<file path="src/hw/rtl/cts_pkg.sv">
// ----------------------------------------------------------------------------
// cts_pkg: clip translate stack shared definitions
// stack depth, rectangle and offset types, opcodes, saturation helpers
// ----------------------------------------------------------------------------
package cts_pkg;

    localparam int STACK_DEPTH = 16;
    localparam int CNT_W       = $clog2(STACK_DEPTH + 1);
    localparam int IDX_W       = (STACK_DEPTH > 1) ? $clog2(STACK_DEPTH) : 1;

    typedef enum logic [1:0] {
        OP_PUSH = 2'd0,
        OP_POP  = 2'd1,
        OP_DRAW = 2'd2
    } op_t;

    typedef struct packed {
        logic signed [15:0] x;
        logic signed [15:0] y;
        logic        [14:0] w;
        logic        [14:0] h;
    } rect_t;

    typedef struct packed {
        logic signed [15:0] x;
        logic signed [15:0] y;
    } offset_t;

    // clamp a 17-bit signed sum to signed 16 bits
    function automatic logic signed [15:0] sat16(input logic signed [16:0] v);
        if (v > 17'sd32767) begin
            return 16'sh7fff;
        end else if (v < -17'sd32768) begin
            return 16'sh8000;
        end else begin
            return v[15:0];
        end
    endfunction

    // clamp a 17-bit signed difference to unsigned 15 bits
    function automatic logic [14:0] sat15u(input logic signed [16:0] v);
        if (v < 17'sd0) begin
            return 15'd0;
        end else if (v > 17'sd32767) begin
            return 15'h7fff;
        end else begin
            return v[14:0];
        end
    endfunction

endpackage

</file>
<file path="src/hw/rtl/clip_translate_stack_top.sv">
// ----------------------------------------------------------------------------
// clip_translate_stack_top: 2d clip rectangle stack with translation
// push, pop and draw requests against a stack of clip regions and offsets
// ----------------------------------------------------------------------------
// pipeline: input register, then result register, with the top-of-stack
//   read, add and clip between them
// throughput: one request per cycle while m_tready does not stall the
//   result register; set by the single-pass clip datapath and stack update
// reset: synchronous active-low aresetn empties the stack and drops both
//   pipeline registers; stack entries are not cleared, only entries below the
//   count are ever used
module clip_translate_stack_top (
    input  logic        aclk,
    input  logic        aresetn,
    // request side
    input  logic        s_tvalid,
    output logic        s_tready,
    // pos_x[15:0], pos_y[31:16], width[46:32], height[61:47],
    // shift_x[77:62], shift_y[93:78], zero[95:94]
    input  logic [95:0] s_tdata,
    // op[1:0]
    input  logic [1:0]  s_tuser,
    // result side
    output logic        m_tvalid,
    input  logic        m_tready,
    // origin_x[15:0], origin_y[31:16], clip_x[47:32], clip_y[63:48],
    // clip_w[78:64], clip_h[93:79], zero[95:94]
    output logic [95:0] m_tdata,
    // ok[0], overflow[1]
    output logic [1:0]  m_tuser
);

    import cts_pkg::*;

    // ------------------------------------------------------------------
    // input register
    // ------------------------------------------------------------------
    logic               in_valid_reg;
    logic [1:0]         in_op_reg;
    logic signed [15:0] in_pos_x_reg;
    logic signed [15:0] in_pos_y_reg;
    logic        [14:0] in_width_reg;
    logic        [14:0] in_height_reg;
    logic signed [15:0] in_shift_x_reg;
    logic signed [15:0] in_shift_y_reg;

    // result register
    logic               out_valid_reg;
    logic               out_ok_reg;
    logic               out_ovf_reg;
    logic signed [15:0] out_origin_x_reg;
    logic signed [15:0] out_origin_y_reg;
    logic signed [15:0] out_clip_x_reg;
    logic signed [15:0] out_clip_y_reg;
    logic        [14:0] out_clip_w_reg;
    logic        [14:0] out_clip_h_reg;

    // stack state
    rect_t              clip_mem [STACK_DEPTH];
    offset_t            off_mem  [STACK_DEPTH];
    logic [CNT_W-1:0]   count_reg;
    logic [CNT_W-1:0]   count_next;

    // the input register moves on whenever the result register is free or
    // being emptied this cycle, so while results are taken a new request can enter every cycle
    logic advance;
    assign advance  = in_valid_reg && (!out_valid_reg || m_tready);
    assign s_tready = !in_valid_reg || advance;

    always_ff @(posedge aclk) begin
        if (!aresetn) begin
            in_valid_reg <= 1'b0;
        end else if (s_tready) begin
            in_valid_reg <= s_tvalid;
        end
    end

    always_ff @(posedge aclk) begin
        if (s_tready && s_tvalid) begin
            in_op_reg      <= s_tuser;
            in_pos_x_reg   <= s_tdata[15:0];
            in_pos_y_reg   <= s_tdata[31:16];
            in_width_reg   <= s_tdata[46:32];
            in_height_reg  <= s_tdata[61:47];
            in_shift_x_reg <= s_tdata[77:62];
            in_shift_y_reg <= s_tdata[93:78];
        end
    end

    // ------------------------------------------------------------------
    // top of stack
    // ------------------------------------------------------------------
    logic [CNT_W-1:0] top_cnt;
    logic [IDX_W-1:0] top_idx;
    logic [IDX_W-1:0] wr_idx;
    logic             stack_empty;
    logic             stack_full;
    rect_t            top_clip;
    offset_t          top_off;
    offset_t          eff_off;

    assign top_cnt     = count_reg - CNT_W'(1);
    assign top_idx     = top_cnt[IDX_W-1:0];
    assign wr_idx      = count_reg[IDX_W-1:0];
    assign stack_empty = (count_reg == '0);
    assign stack_full  = (count_reg == CNT_W'(STACK_DEPTH));
    assign top_clip    = clip_mem[top_idx];
    assign top_off     = off_mem[top_idx];
    // an empty stack behaves as a zero offset
    assign eff_off     = stack_empty ? '0 : top_off;

    // ------------------------------------------------------------------
    // translate and intersect with the top clip
    // ------------------------------------------------------------------
    logic signed [15:0] moved_x;
    logic signed [15:0] moved_y;
    logic signed [15:0] a_right;
    logic signed [15:0] a_bottom;
    logic signed [15:0] b_right;
    logic signed [15:0] b_bottom;
    logic signed [15:0] isect_l;
    logic signed [15:0] isect_t;
    logic signed [15:0] isect_r;
    logic signed [15:0] isect_b;
    logic        [14:0] isect_w;
    logic        [14:0] isect_h;
    logic               hit;
    offset_t            new_off;
    rect_t              new_clip;

    assign moved_x  = sat16(17'(in_pos_x_reg) + 17'(eff_off.x));
    assign moved_y  = sat16(17'(in_pos_y_reg) + 17'(eff_off.y));
    assign a_right  = sat16(17'(moved_x) + 17'(in_width_reg));
    assign a_bottom = sat16(17'(moved_y) + 17'(in_height_reg));
    assign b_right  = sat16(17'(top_clip.x) + 17'(top_clip.w));
    assign b_bottom = sat16(17'(top_clip.y) + 17'(top_clip.h));

    assign isect_l  = (moved_x > top_clip.x) ? moved_x : top_clip.x;
    assign isect_t  = (moved_y > top_clip.y) ? moved_y : top_clip.y;
    assign isect_r  = (a_right < b_right) ? a_right : b_right;
    assign isect_b  = (a_bottom < b_bottom) ? a_bottom : b_bottom;
    assign hit      = (isect_r > isect_l) && (isect_b > isect_t);
    assign isect_w  = sat15u(17'(isect_r) - 17'(isect_l));
    assign isect_h  = sat15u(17'(isect_b) - 17'(isect_t));

    // accumulated offset for a pushed region; on an empty stack the zero
    // offset leaves the shift unchanged
    assign new_off.x = sat16(17'(in_shift_x_reg) + 17'(eff_off.x));
    assign new_off.y = sat16(17'(in_shift_y_reg) + 17'(eff_off.y));

    // a push onto an empty stack stores its rectangle unchanged
    always_comb begin
        if (stack_empty) begin
            new_clip = '{x: in_pos_x_reg, y: in_pos_y_reg,
                         w: in_width_reg, h: in_height_reg};
        end else begin
            new_clip = '{x: isect_l, y: isect_t, w: isect_w, h: isect_h};
        end
    end

    // ------------------------------------------------------------------
    // request decode
    // ------------------------------------------------------------------
    logic               push_we;
    logic               ok_next;
    logic               ovf_next;
    logic signed [15:0] origin_x_next;
    logic signed [15:0] origin_y_next;
    logic signed [15:0] clip_x_next;
    logic signed [15:0] clip_y_next;
    logic        [14:0] clip_w_next;
    logic        [14:0] clip_h_next;

    always_comb begin
        push_we       = 1'b0;
        count_next    = count_reg;
        ok_next       = 1'b0;
        ovf_next      = 1'b0;
        origin_x_next = '0;
        origin_y_next = '0;
        clip_x_next   = '0;
        clip_y_next   = '0;
        clip_w_next   = '0;
        clip_h_next   = '0;
        case (op_t'(in_op_reg))
            OP_PUSH: begin
                if (stack_full) begin
                    ovf_next = 1'b1;
                end else if (stack_empty || hit) begin
                    push_we    = 1'b1;
                    count_next = count_reg + CNT_W'(1);
                    ok_next    = 1'b1;
                end
            end
            OP_POP: begin
                ok_next = 1'b1;
                if (!stack_empty) begin
                    count_next = top_cnt;
                end
            end
            OP_DRAW: begin
                origin_x_next = moved_x;
                origin_y_next = moved_y;
                // no region: the rectangle passes through as drawn
                if (stack_empty) begin
                    ok_next     = 1'b1;
                    clip_x_next = in_pos_x_reg;
                    clip_y_next = in_pos_y_reg;
                    clip_w_next = in_width_reg;
                    clip_h_next = in_height_reg;
                end else if (hit) begin
                    ok_next     = 1'b1;
                    clip_x_next = isect_l;
                    clip_y_next = isect_t;
                    clip_w_next = isect_w;
                    clip_h_next = isect_h;
                end
            end
            default: begin
                // unused opcode: no state change, all-zero result
            end
        endcase
    end

    // ------------------------------------------------------------------
    // stack update
    // ------------------------------------------------------------------
    always_ff @(posedge aclk) begin
        if (!aresetn) begin
            count_reg <= '0;
        end else if (advance) begin
            count_reg <= count_next;
        end
    end

    always_ff @(posedge aclk) begin
        if (advance && push_we) begin
            clip_mem[wr_idx] <= new_clip;
            off_mem[wr_idx]  <= new_off;
        end
    end

    // ------------------------------------------------------------------
    // result register
    // ------------------------------------------------------------------
    always_ff @(posedge aclk) begin
        if (!aresetn) begin
            out_valid_reg <= 1'b0;
        end else if (advance) begin
            out_valid_reg <= 1'b1;
        end else if (m_tready) begin
            out_valid_reg <= 1'b0;
        end
    end

    always_ff @(posedge aclk) begin
        if (advance) begin
            out_ok_reg       <= ok_next;
            out_ovf_reg      <= ovf_next;
            out_origin_x_reg <= origin_x_next;
            out_origin_y_reg <= origin_y_next;
            out_clip_x_reg   <= clip_x_next;
            out_clip_y_reg   <= clip_y_next;
            out_clip_w_reg   <= clip_w_next;
            out_clip_h_reg   <= clip_h_next;
        end
    end

    assign m_tvalid = out_valid_reg;
    assign m_tuser  = {out_ovf_reg, out_ok_reg};
    assign m_tdata  = {2'b00, out_clip_h_reg, out_clip_w_reg,
                       out_clip_y_reg, out_clip_x_reg,
                       out_origin_y_reg, out_origin_x_reg};

    // ------------------------------------------------------------------
    // checks
    // ------------------------------------------------------------------
`ifndef SYNTH
    // the stack never holds more entries than it has room for
    assert property (@(posedge aclk) disable iff (!aresetn)
        count_reg <= CNT_W'(STACK_DEPTH))
        else $error("stack count beyond depth");

    // a refused push on a full stack leaves the stack untouched
    assert property (@(posedge aclk) disable iff (!aresetn)
        (advance && (in_op_reg == OP_PUSH) && stack_full)
        |=> (count_reg == $past(count_reg)))
        else $error("full push changed the stack");

    // overflow is never reported alongside an accepted push
    assert property (@(posedge aclk) disable iff (!aresetn)
        m_tvalid |-> !(m_tuser[0] && m_tuser[1]))
        else $error("ok and overflow both set");

    // a held request is not lost while the result side stalls
    assert property (@(posedge aclk) disable iff (!aresetn)
        (in_valid_reg && out_valid_reg && !m_tready) |=> in_valid_reg)
        else $error("pending request dropped under stall");
`endif

endmodule

</file>
<file path="config.mk">
export PLATFORM = sky130hd
export DESIGN_NAME = clip_translate_stack_top
export DESIGN_NICKNAME = d
export VERILOG_FILES = /design/src/hw/rtl/cts_pkg.sv /design/src/hw/rtl/clip_translate_stack_top.sv
export SDC_FILE = /design/constraint.sdc
export NUM_CORES = 2
export LEC_CHECK = 0
export ABC_AREA = 1
export BUFFER_PORTS_ARGS = -buffer_cell sky130_fd_sc_hd__buf_2
export CAP_MARGIN = 20
export CORE_MARGIN = 2
export CORE_UTILIZATION = 28
export DETAILED_ROUTE_END_ITERATION = 16
export GPL_TIMING_DRIVEN = 0
export PLACE_DENSITY = 0.55
export REMOVE_ABC_BUFFERS = 1
export SLEW_MARGIN = 20
export SYNTH_ARGS = -nofsm -noshare
export SYNTH_HDL_FRONTEND = slang
export SYNTH_SLANG_ARGS = --single-unit
</file>
<file path="constraint.sdc">
create_clock -name aclk -period 19.5 [get_ports aclk]
set_input_delay 1.95 -clock aclk [delete_from_list [all_inputs] [get_ports aclk]]
set_output_delay 1.95 -clock aclk [all_outputs]
set_load 0.01 [all_outputs]
</file>
Yosys cells after proc, flatten, opt, wreduce, memory -nomap -nowiden
Memory sizes are Yosys's and may differ from the RTL's.
Index checks and enable logic that the tools add are counted.
{"block": "classes", "add_sub_neg": 12, "multipliers": 0, "n_div": 0, "order_cmp": 26, "n_eq_ne": 6, "shift": 0, "mux": 49, "bitwise": 0, "reduce_logical": 14}
{"operator": "16-bit 2-to-1 mux", "n": 24}
{"operator": "17-bit by 16-bit greater-than comparator with 1-bit output, second input constant", "n": 10}
{"operator": "16-bit by 16-bit adder with 17-bit output", "n": 8}
{"operator": "17-bit by 16-bit < comparator with 1-bit output, second input constant", "n": 8}
{"operator": "15-bit 2-to-1 mux", "n": 8}
{"operator": "16-bit greater-than comparator", "n": 4}
{"operator": "62-bit 2-to-1 mux", "n": 1}
{"operator": "17-bit by 1-bit < comparator with 1-bit output, second input constant", "n": 2}
{"operator": "16-bit by 16-bit subtractor with 17-bit output", "n": 2}
{"operator": "16-bit < comparator", "n": 2}
{"operator": "32-bit 2-to-1 mux", "n": 1}
{"operator": "5-bit 2-to-1 mux", "n": 3}
{"operator": "1-bit 2-to-1 mux", "n": 10}
{"operator": "5-bit one-hot mux with 2 select lines", "n": 1}
{"operator": "2-bit != test, second input constant", "n": 3}
{"operator": "5-bit by 1-bit adder with 5-bit output, second input constant", "n": 1}
{"operator": "5-bit == test, second input constant", "n": 1}
{"operator": "5-bit zero test", "n": 1}
{"operator": "5-bit AND reduction", "n": 1}
{"operator": "5-bit by 1-bit subtractor with 5-bit output, second input constant", "n": 1}
{"operator": "1-bit logical AND", "n": 4}
{"operator": "2-bit nonzero test", "n": 2}
{"operator": "1-bit logical OR", "n": 3}
{"operator": "1-bit one-hot mux with 3 select lines", "n": 1}
{"operator": "4 further kinds", "n": 5}
{"block": "word_totals", "ff_bits": 199, "latchBits": 0, "ramBits": 1504, "mem_bits_ro": 0, "inputBits": 102, "word_cells": 127, "mem_count": 2}
{"name": "clip_mem", "words": 16, "word_bits": 62, "rd": 1, "rd_clocked_by_memory_dff": 0, "wr": 1, "line": "clip_translate_stack_top.sv:59", "rtl": "rect_t clip_mem [STACK_DEPTH];"}
{"name": "off_mem", "words": 16, "word_bits": 32, "rd": 1, "rd_clocked_by_memory_dff": 0, "wr": 1, "line": "clip_translate_stack_top.sv:60", "rtl": "offset_t off_mem [STACK_DEPTH];"}

Logic depth before layout (Yosys ltp)
An unclocked memory read counts as a cell.
{"block": "logic_depth", "word_depth": 22, "mapped_depth": 90}

Worst setup path before layout
OpenSTA, ideal clock, no wires.
{"block": "synth_timing", "path_type": "register to register", "startpoint": "register count_reg[0]", "endpoint": "memory clip_mem[3][0] in the netlist's numbering, enable pin", "setup_ns": 0.663, "t_arrival_ns": 19.185, "path_slack_ns": -0.348, "path_stages_with_launch": 77, "path_buffers": 18, "period_less_slack_ns": 19.848, "path_cell_list": "dfxtp_1 -> buf_6 -> inv_6 -> buf_6 -> buf_6 -> buf_2 -> clkbuf_1 -> clkbuf_1 -> clkbuf_1 -> clkbuf_1 -> ha_1 -> inv_1 -> buf_2 -> buf_2 -> buf_2 -> clkbuf_1 -> clkbuf_1 -> clkbuf_1 -> [... 41 more ...] -> nand2_1 -> ha_1 -> a21oi_1 -> o21ai_0 -> o21bai_1 -> nand3_1 -> nand2_1 -> a21boi_0 -> o21ai_0 -> a21boi_0 -> o31ai_1 -> o21ai_0 -> o21ai_0 -> nand2_1 -> o21ai_0 -> nand3_1 -> clkbuf_1 -> nor3_1"}
{"block": "synth_between", "elab_chain_cells": 22, "elab_cells_between_ends": 54, "cone_classes": "add/sub (7); order compare (18); eq/ne (1); mux (22); reduce/logical (4); memory (2)"}
{"element": "from (decl)", "line": "clip_translate_stack_top.sv:61", "rtl": "logic [CNT_W-1:0] count_reg;"}
{"element": "from (signal assigned)", "line": "clip_translate_stack_top.sv:232", "rtl": "count_reg <= count_next;"}
{"element": "5-bit by 1-bit subtractor with 5-bit output", "line": "clip_translate_stack_top.sv:102", "rtl": "assign top_cnt = count_reg - CNT_W'(1);"}
{"element": "memory read 16 x 32 bit"}
{"element": "32-bit 2-to-1 mux (*)", "line": "clip_translate_stack_top.sv:110", "rtl": "assign eff_off = stack_empty ? '0 : top_off;"}
{"element": "16-bit by 16-bit adder with 17-bit output (*)", "line": "clip_translate_stack_top.sv:131", "rtl": "assign moved_x = sat16(17'(in_pos_x_reg) + 17'(eff_off.x));"}
{"element": "17-bit by 16-bit < comparator with 1-bit output", "line": "cts_pkg.sv:33", "rtl": "end else if (v < -17'sd32768) begin"}
{"element": "16-bit 2-to-1 mux", "line": "cts_pkg.sv:33"}
{"element": "16-bit 2-to-1 mux (*)", "line": "cts_pkg.sv:31", "rtl": "if (v > 17'sd32767) begin"}
{"element": "named net moved_x[15]", "line": "clip_translate_stack_top.sv:115", "rtl": "logic signed [15:0] moved_x;"}
{"element": "[... 7 more ...]"}
{"element": "1-bit logical AND (*)", "line": "clip_translate_stack_top.sv:142", "rtl": "assign hit = (isect_r > isect_l) && (isect_b > isect_t);"}
{"element": "1-bit logical OR (*)", "line": "clip_translate_stack_top.sv:189", "rtl": "end else if (stack_empty || hit) begin"}
{"element": "1-bit 2-to-1 mux (*)", "line": "clip_translate_stack_top.sv:189"}
{"element": "1-bit 2-to-1 mux (*)", "line": "clip_translate_stack_top.sv:187", "rtl": "if (stack_full) begin"}
{"element": "1-bit 2-to-1 mux (*)", "line": "clip_translate_stack_top.sv:185", "rtl": "case (op_t'(in_op_reg))"}
{"element": "1-bit logical AND (*)", "line": "clip_translate_stack_top.sv:237", "rtl": "if (advance && push_we) begin"}
{"element": "1-bit 2-to-1 mux (*)", "line": "clip_translate_stack_top.sv:237"}
{"element": "1-bit 2-to-1 mux (implied by the code) (*)", "line": "clip_translate_stack_top.sv:238", "rtl": "clip_mem[wr_idx] <= new_clip;"}
{"element": "to (decl)", "line": "clip_translate_stack_top.sv:59"}
The timed path passes the listed nets; every way through them passes the cells marked *.

Final worst setup path
{"block": "layout_timing", "startpoint": "register count_reg[0]", "endpoint": "memory clip_mem[11][46] in the netlist's numbering, enable pin"}
Same word-level chain as after synthesis.

==> results.py <==
metrics = {
    "run_status": {
        "status": "finished clean",
    },
    "floorplanning": {
        "die_w_um": 527,
        "rows": 192,
        "dieHeight_um": 527,
        "core_um2": 273000,
        "num_io_pins": 202,
        "start_util": 0.281,
        "die_area_um2": 278000,
    },
    "setup_path": {
        "crit_buf_inv": 24,
        "critical_path.top_delay_family": "compound AO/OA/AOI/OAI gates",
        "crit_required_ps": 20020,
        "slowest_stage": "dfxtp_4",
        "worstPathArrival_ps": 19130,
        "path_class": "flop to flop",
        "critPathMaxFanout": 200,
        "critPathLaunchType": "flop",
        "crit_cells": 77,
        "cp_common_cell": "nand2_1",
        "endpoint_kind": "flop",
        "max_stage_delay_ps": 550,
        "r2r_cells": 77,
    },
    "drt": {
        "vias_per_cell": 5.04,
        "drt-wirelength-per-cell_um": 22.8,
        "drc": 0,
        "first_pass_iters": 6,
        "drt_iter0_markers": 5348,
        "wl_mm": 242,
        "ant_nets": 0,
        "dr_total_vias": 53646,
    },
    "clock_network": {
        "cts_hold_buf": 0,
        "cts_buffers": 193,
        "htree_levels": 4,
        "clock-sinks": 1703,
        "clk_latency_ps": 870,
        "cts-root-buf": "clkbuf_16",
        "cts_tree": "yes",
        "clock_path_buffers": 4,
        "clkTransAtPathRegs_ps": 60,
    },
    "sta": {
        "drv_slew": 0,
        "worst_pin_slew_ps": 1260,
        "whs_ps": 539,
        "layout_min_cycle_time_ps": 18610,
        "fin_ws_ps": 889,
        "post-route-period-util": 0.954,
        "final.setup_skew_ps": 67.9,
        "finalHoldViolCount": 0,
        "relSlewSlack": 0.155,
        "max_freq_mhz": 53.7,
        "setup_viol": 0,
    },
    "cells_and_area": {
        "fin_nets": 7222,
        "final_common_cell": "edfxtp_1",
        "regMostFlops": "clip_mem",
        "largestRegisters": "clip_mem x992, off_mem x512",
        "nFillCells": 26990,
        "largest_reg_flops": 992,
        "final_cell_mix": "edfxtp_1, nand2_1, a21oi_1",
        "syn2layout_area_growth_pct": 18.5,
        "postLayoutCoreUtil": 0.333,
        "drive_gt1_frac": 0.138,
    },
    "yosys": {
        "syn_area_um2": 76700,
        "yosysWarnings": 0,
        "ys_ff_latch": 1703,
        "synth_cell_type_count": 70,
        "synth_edf_count": 1696,
        "synth_cells": 6538,
        "ys.flop_type": "edfxtp_1",
        "ys_seq_area_frac": 0.666,
        "async_reset_ff_frac": 0,
        "avgSynthCellArea_um2": 11.7,
    },
    "global_route": {
        "antenna_found_initial": 14,
        "grt_util_all_layers": 0.168,
        "grt-ovfl-total": 0,
        "first_global_vias": 52443,
        "grt_max_degree": 201,
        "grt_pass1_wl_mm": 351,
    },
    "job": {
        "maxCapViolations": 0,
    },
    "worst_hold_path": {
        "hp-class": "flop to flop",
        "hold_depth": 2,
    },
    "place": {
        "port_buffers": 197,
        "place.gp.congestion": 0.921,
        "dp_hpwl_mm": 164,
        "dp_slack_ps": -573,
    },
}
[tightest hold or removal path: cells and delay by family, from the launching register on]
kind	cells	cell delay [ps]
AO/OA/AOI/OAI	1	60
AND/OR/NAND/NOR	1	80
flip-flops	1	360
[layout make-up]
class	instances	area [µm²]	share of cell area
Clock inverter	115	1050	0.0116
Multi-Input combinational cell	4088	22900	0.253
Sequential cell	1703	51100	0.562
Inverter	379	1490	0.0164
Timing Repair Buffer	534	4770	0.0525
Tap cell	3589	4490	0.0494
Clock buffer	224	4990	0.0549
Antenna cell	4	10.0	0.000110
[timing repair]
action,CTS,global route
pin swaps,0,2
gates cloned,0,1
resized for setup,4,15
setup endpoints to repair,331,1026
buffers inserted,0,3
[cell usage after synthesis (7+ instances only)]
master | instances | area, µm²
a211oi_1 | 10 | 75.1
a21o_1 | 11 | 82.6
a21oi_1 | 543 | 2720
a221oi_1 | 128 | 1120
a22oi_1 | 13 | 97.6
a311oi_1 | 20 | 175
a31oi_1 | 29 | 181
a32o_1 | 55 | 551
buf_1 | 43 | 161
buf_2 | 31 | 155
buf_4 | 10 | 75.1
buf_6 | 16 | 180
clkbuf_1 | 269 | 1010
dfxtp_1 | 7 | 140
edfxtp_1 | 1696 | 50900
ha_1 | 215 | 2690
inv_1 | 365 | 1370
inv_2 | 8 | 30.0
nand2_1 | 1296 | 4860
nand2_2 | 34 | 213
nand3_1 | 301 | 1510
nand3_2 | 16 | 160
nand4_1 | 21 | 131
nor2_1 | 406 | 1520
nor3_1 | 79 | 395
nor4_1 | 12 | 75.1
o211ai_1 | 60 | 450
o21ai_0 | 420 | 2100
o21ai_1 | 7 | 35.0
o21ai_2 | 15 | 131
o21bai_1 | 10 | 75.1
o221ai_1 | 80 | 701
o22ai_1 | 79 | 494
o32ai_1 | 14 | 123
or2_2 | 20 | 125
xnor2_1 | 17 | 149
xor2_1 | 109 | 955
[path summary, 6_finish.rpt]
| check | slack, ps | startpoint | to |
|---|---|---|---|
| min | 540 | m_tvalid | m_tvalid |
| max | 890 | count_reg[0] | clip_mem[11][46] |
| max reg2reg | 890 | count_reg[0] | clip_mem[11][46] |
| min reg2reg | 540 | m_tvalid | m_tvalid |
[cells by family (layout without fill, tap and decap cells)]
logic type,count (synthesis),count (layout),synth area share
XOR/XNOR,127,127,0.0146
flip-flops,1703,1703,0.666
other,1,6,0.0000489
AO/OA/AOI/OAI,1536,1536,0.124
adder cells (fa/ha/maj),221,221,0.0367
buffers and inverters,748,1252,0.0394
AND/OR/NAND/NOR,2202,2202,0.119
[stage by stage]
| stage | std cells | cell area, µm² | setup TNS, ps |
|---|---|---|---|
| 6_report | 10636 | 90800 | 0 |
| 5_1_grt | 10633 | 90800 | -103 |
| 4_1_cts | 10627 | 90600 | 0 |
| 3_5_place_dp | 10288 | 84600 | -41550 |
| 3_3_place_gp | 9956 | 80600 | - |
| 2_1_floorplan | 6170 | 75100 | - |
[routing by layer]
layer	track usage	vias up	wire [µm]
met2	0.282	1794	117000
met1	0.223	26785	103000
li1	-	24689	-
met4	0.0590	6	7720
met3	0.0194	372	13900
met5	0	-	34
Power is not shown: default switching activity piles up to over one toggle a cycle in this logic, so the estimate is an artifact.
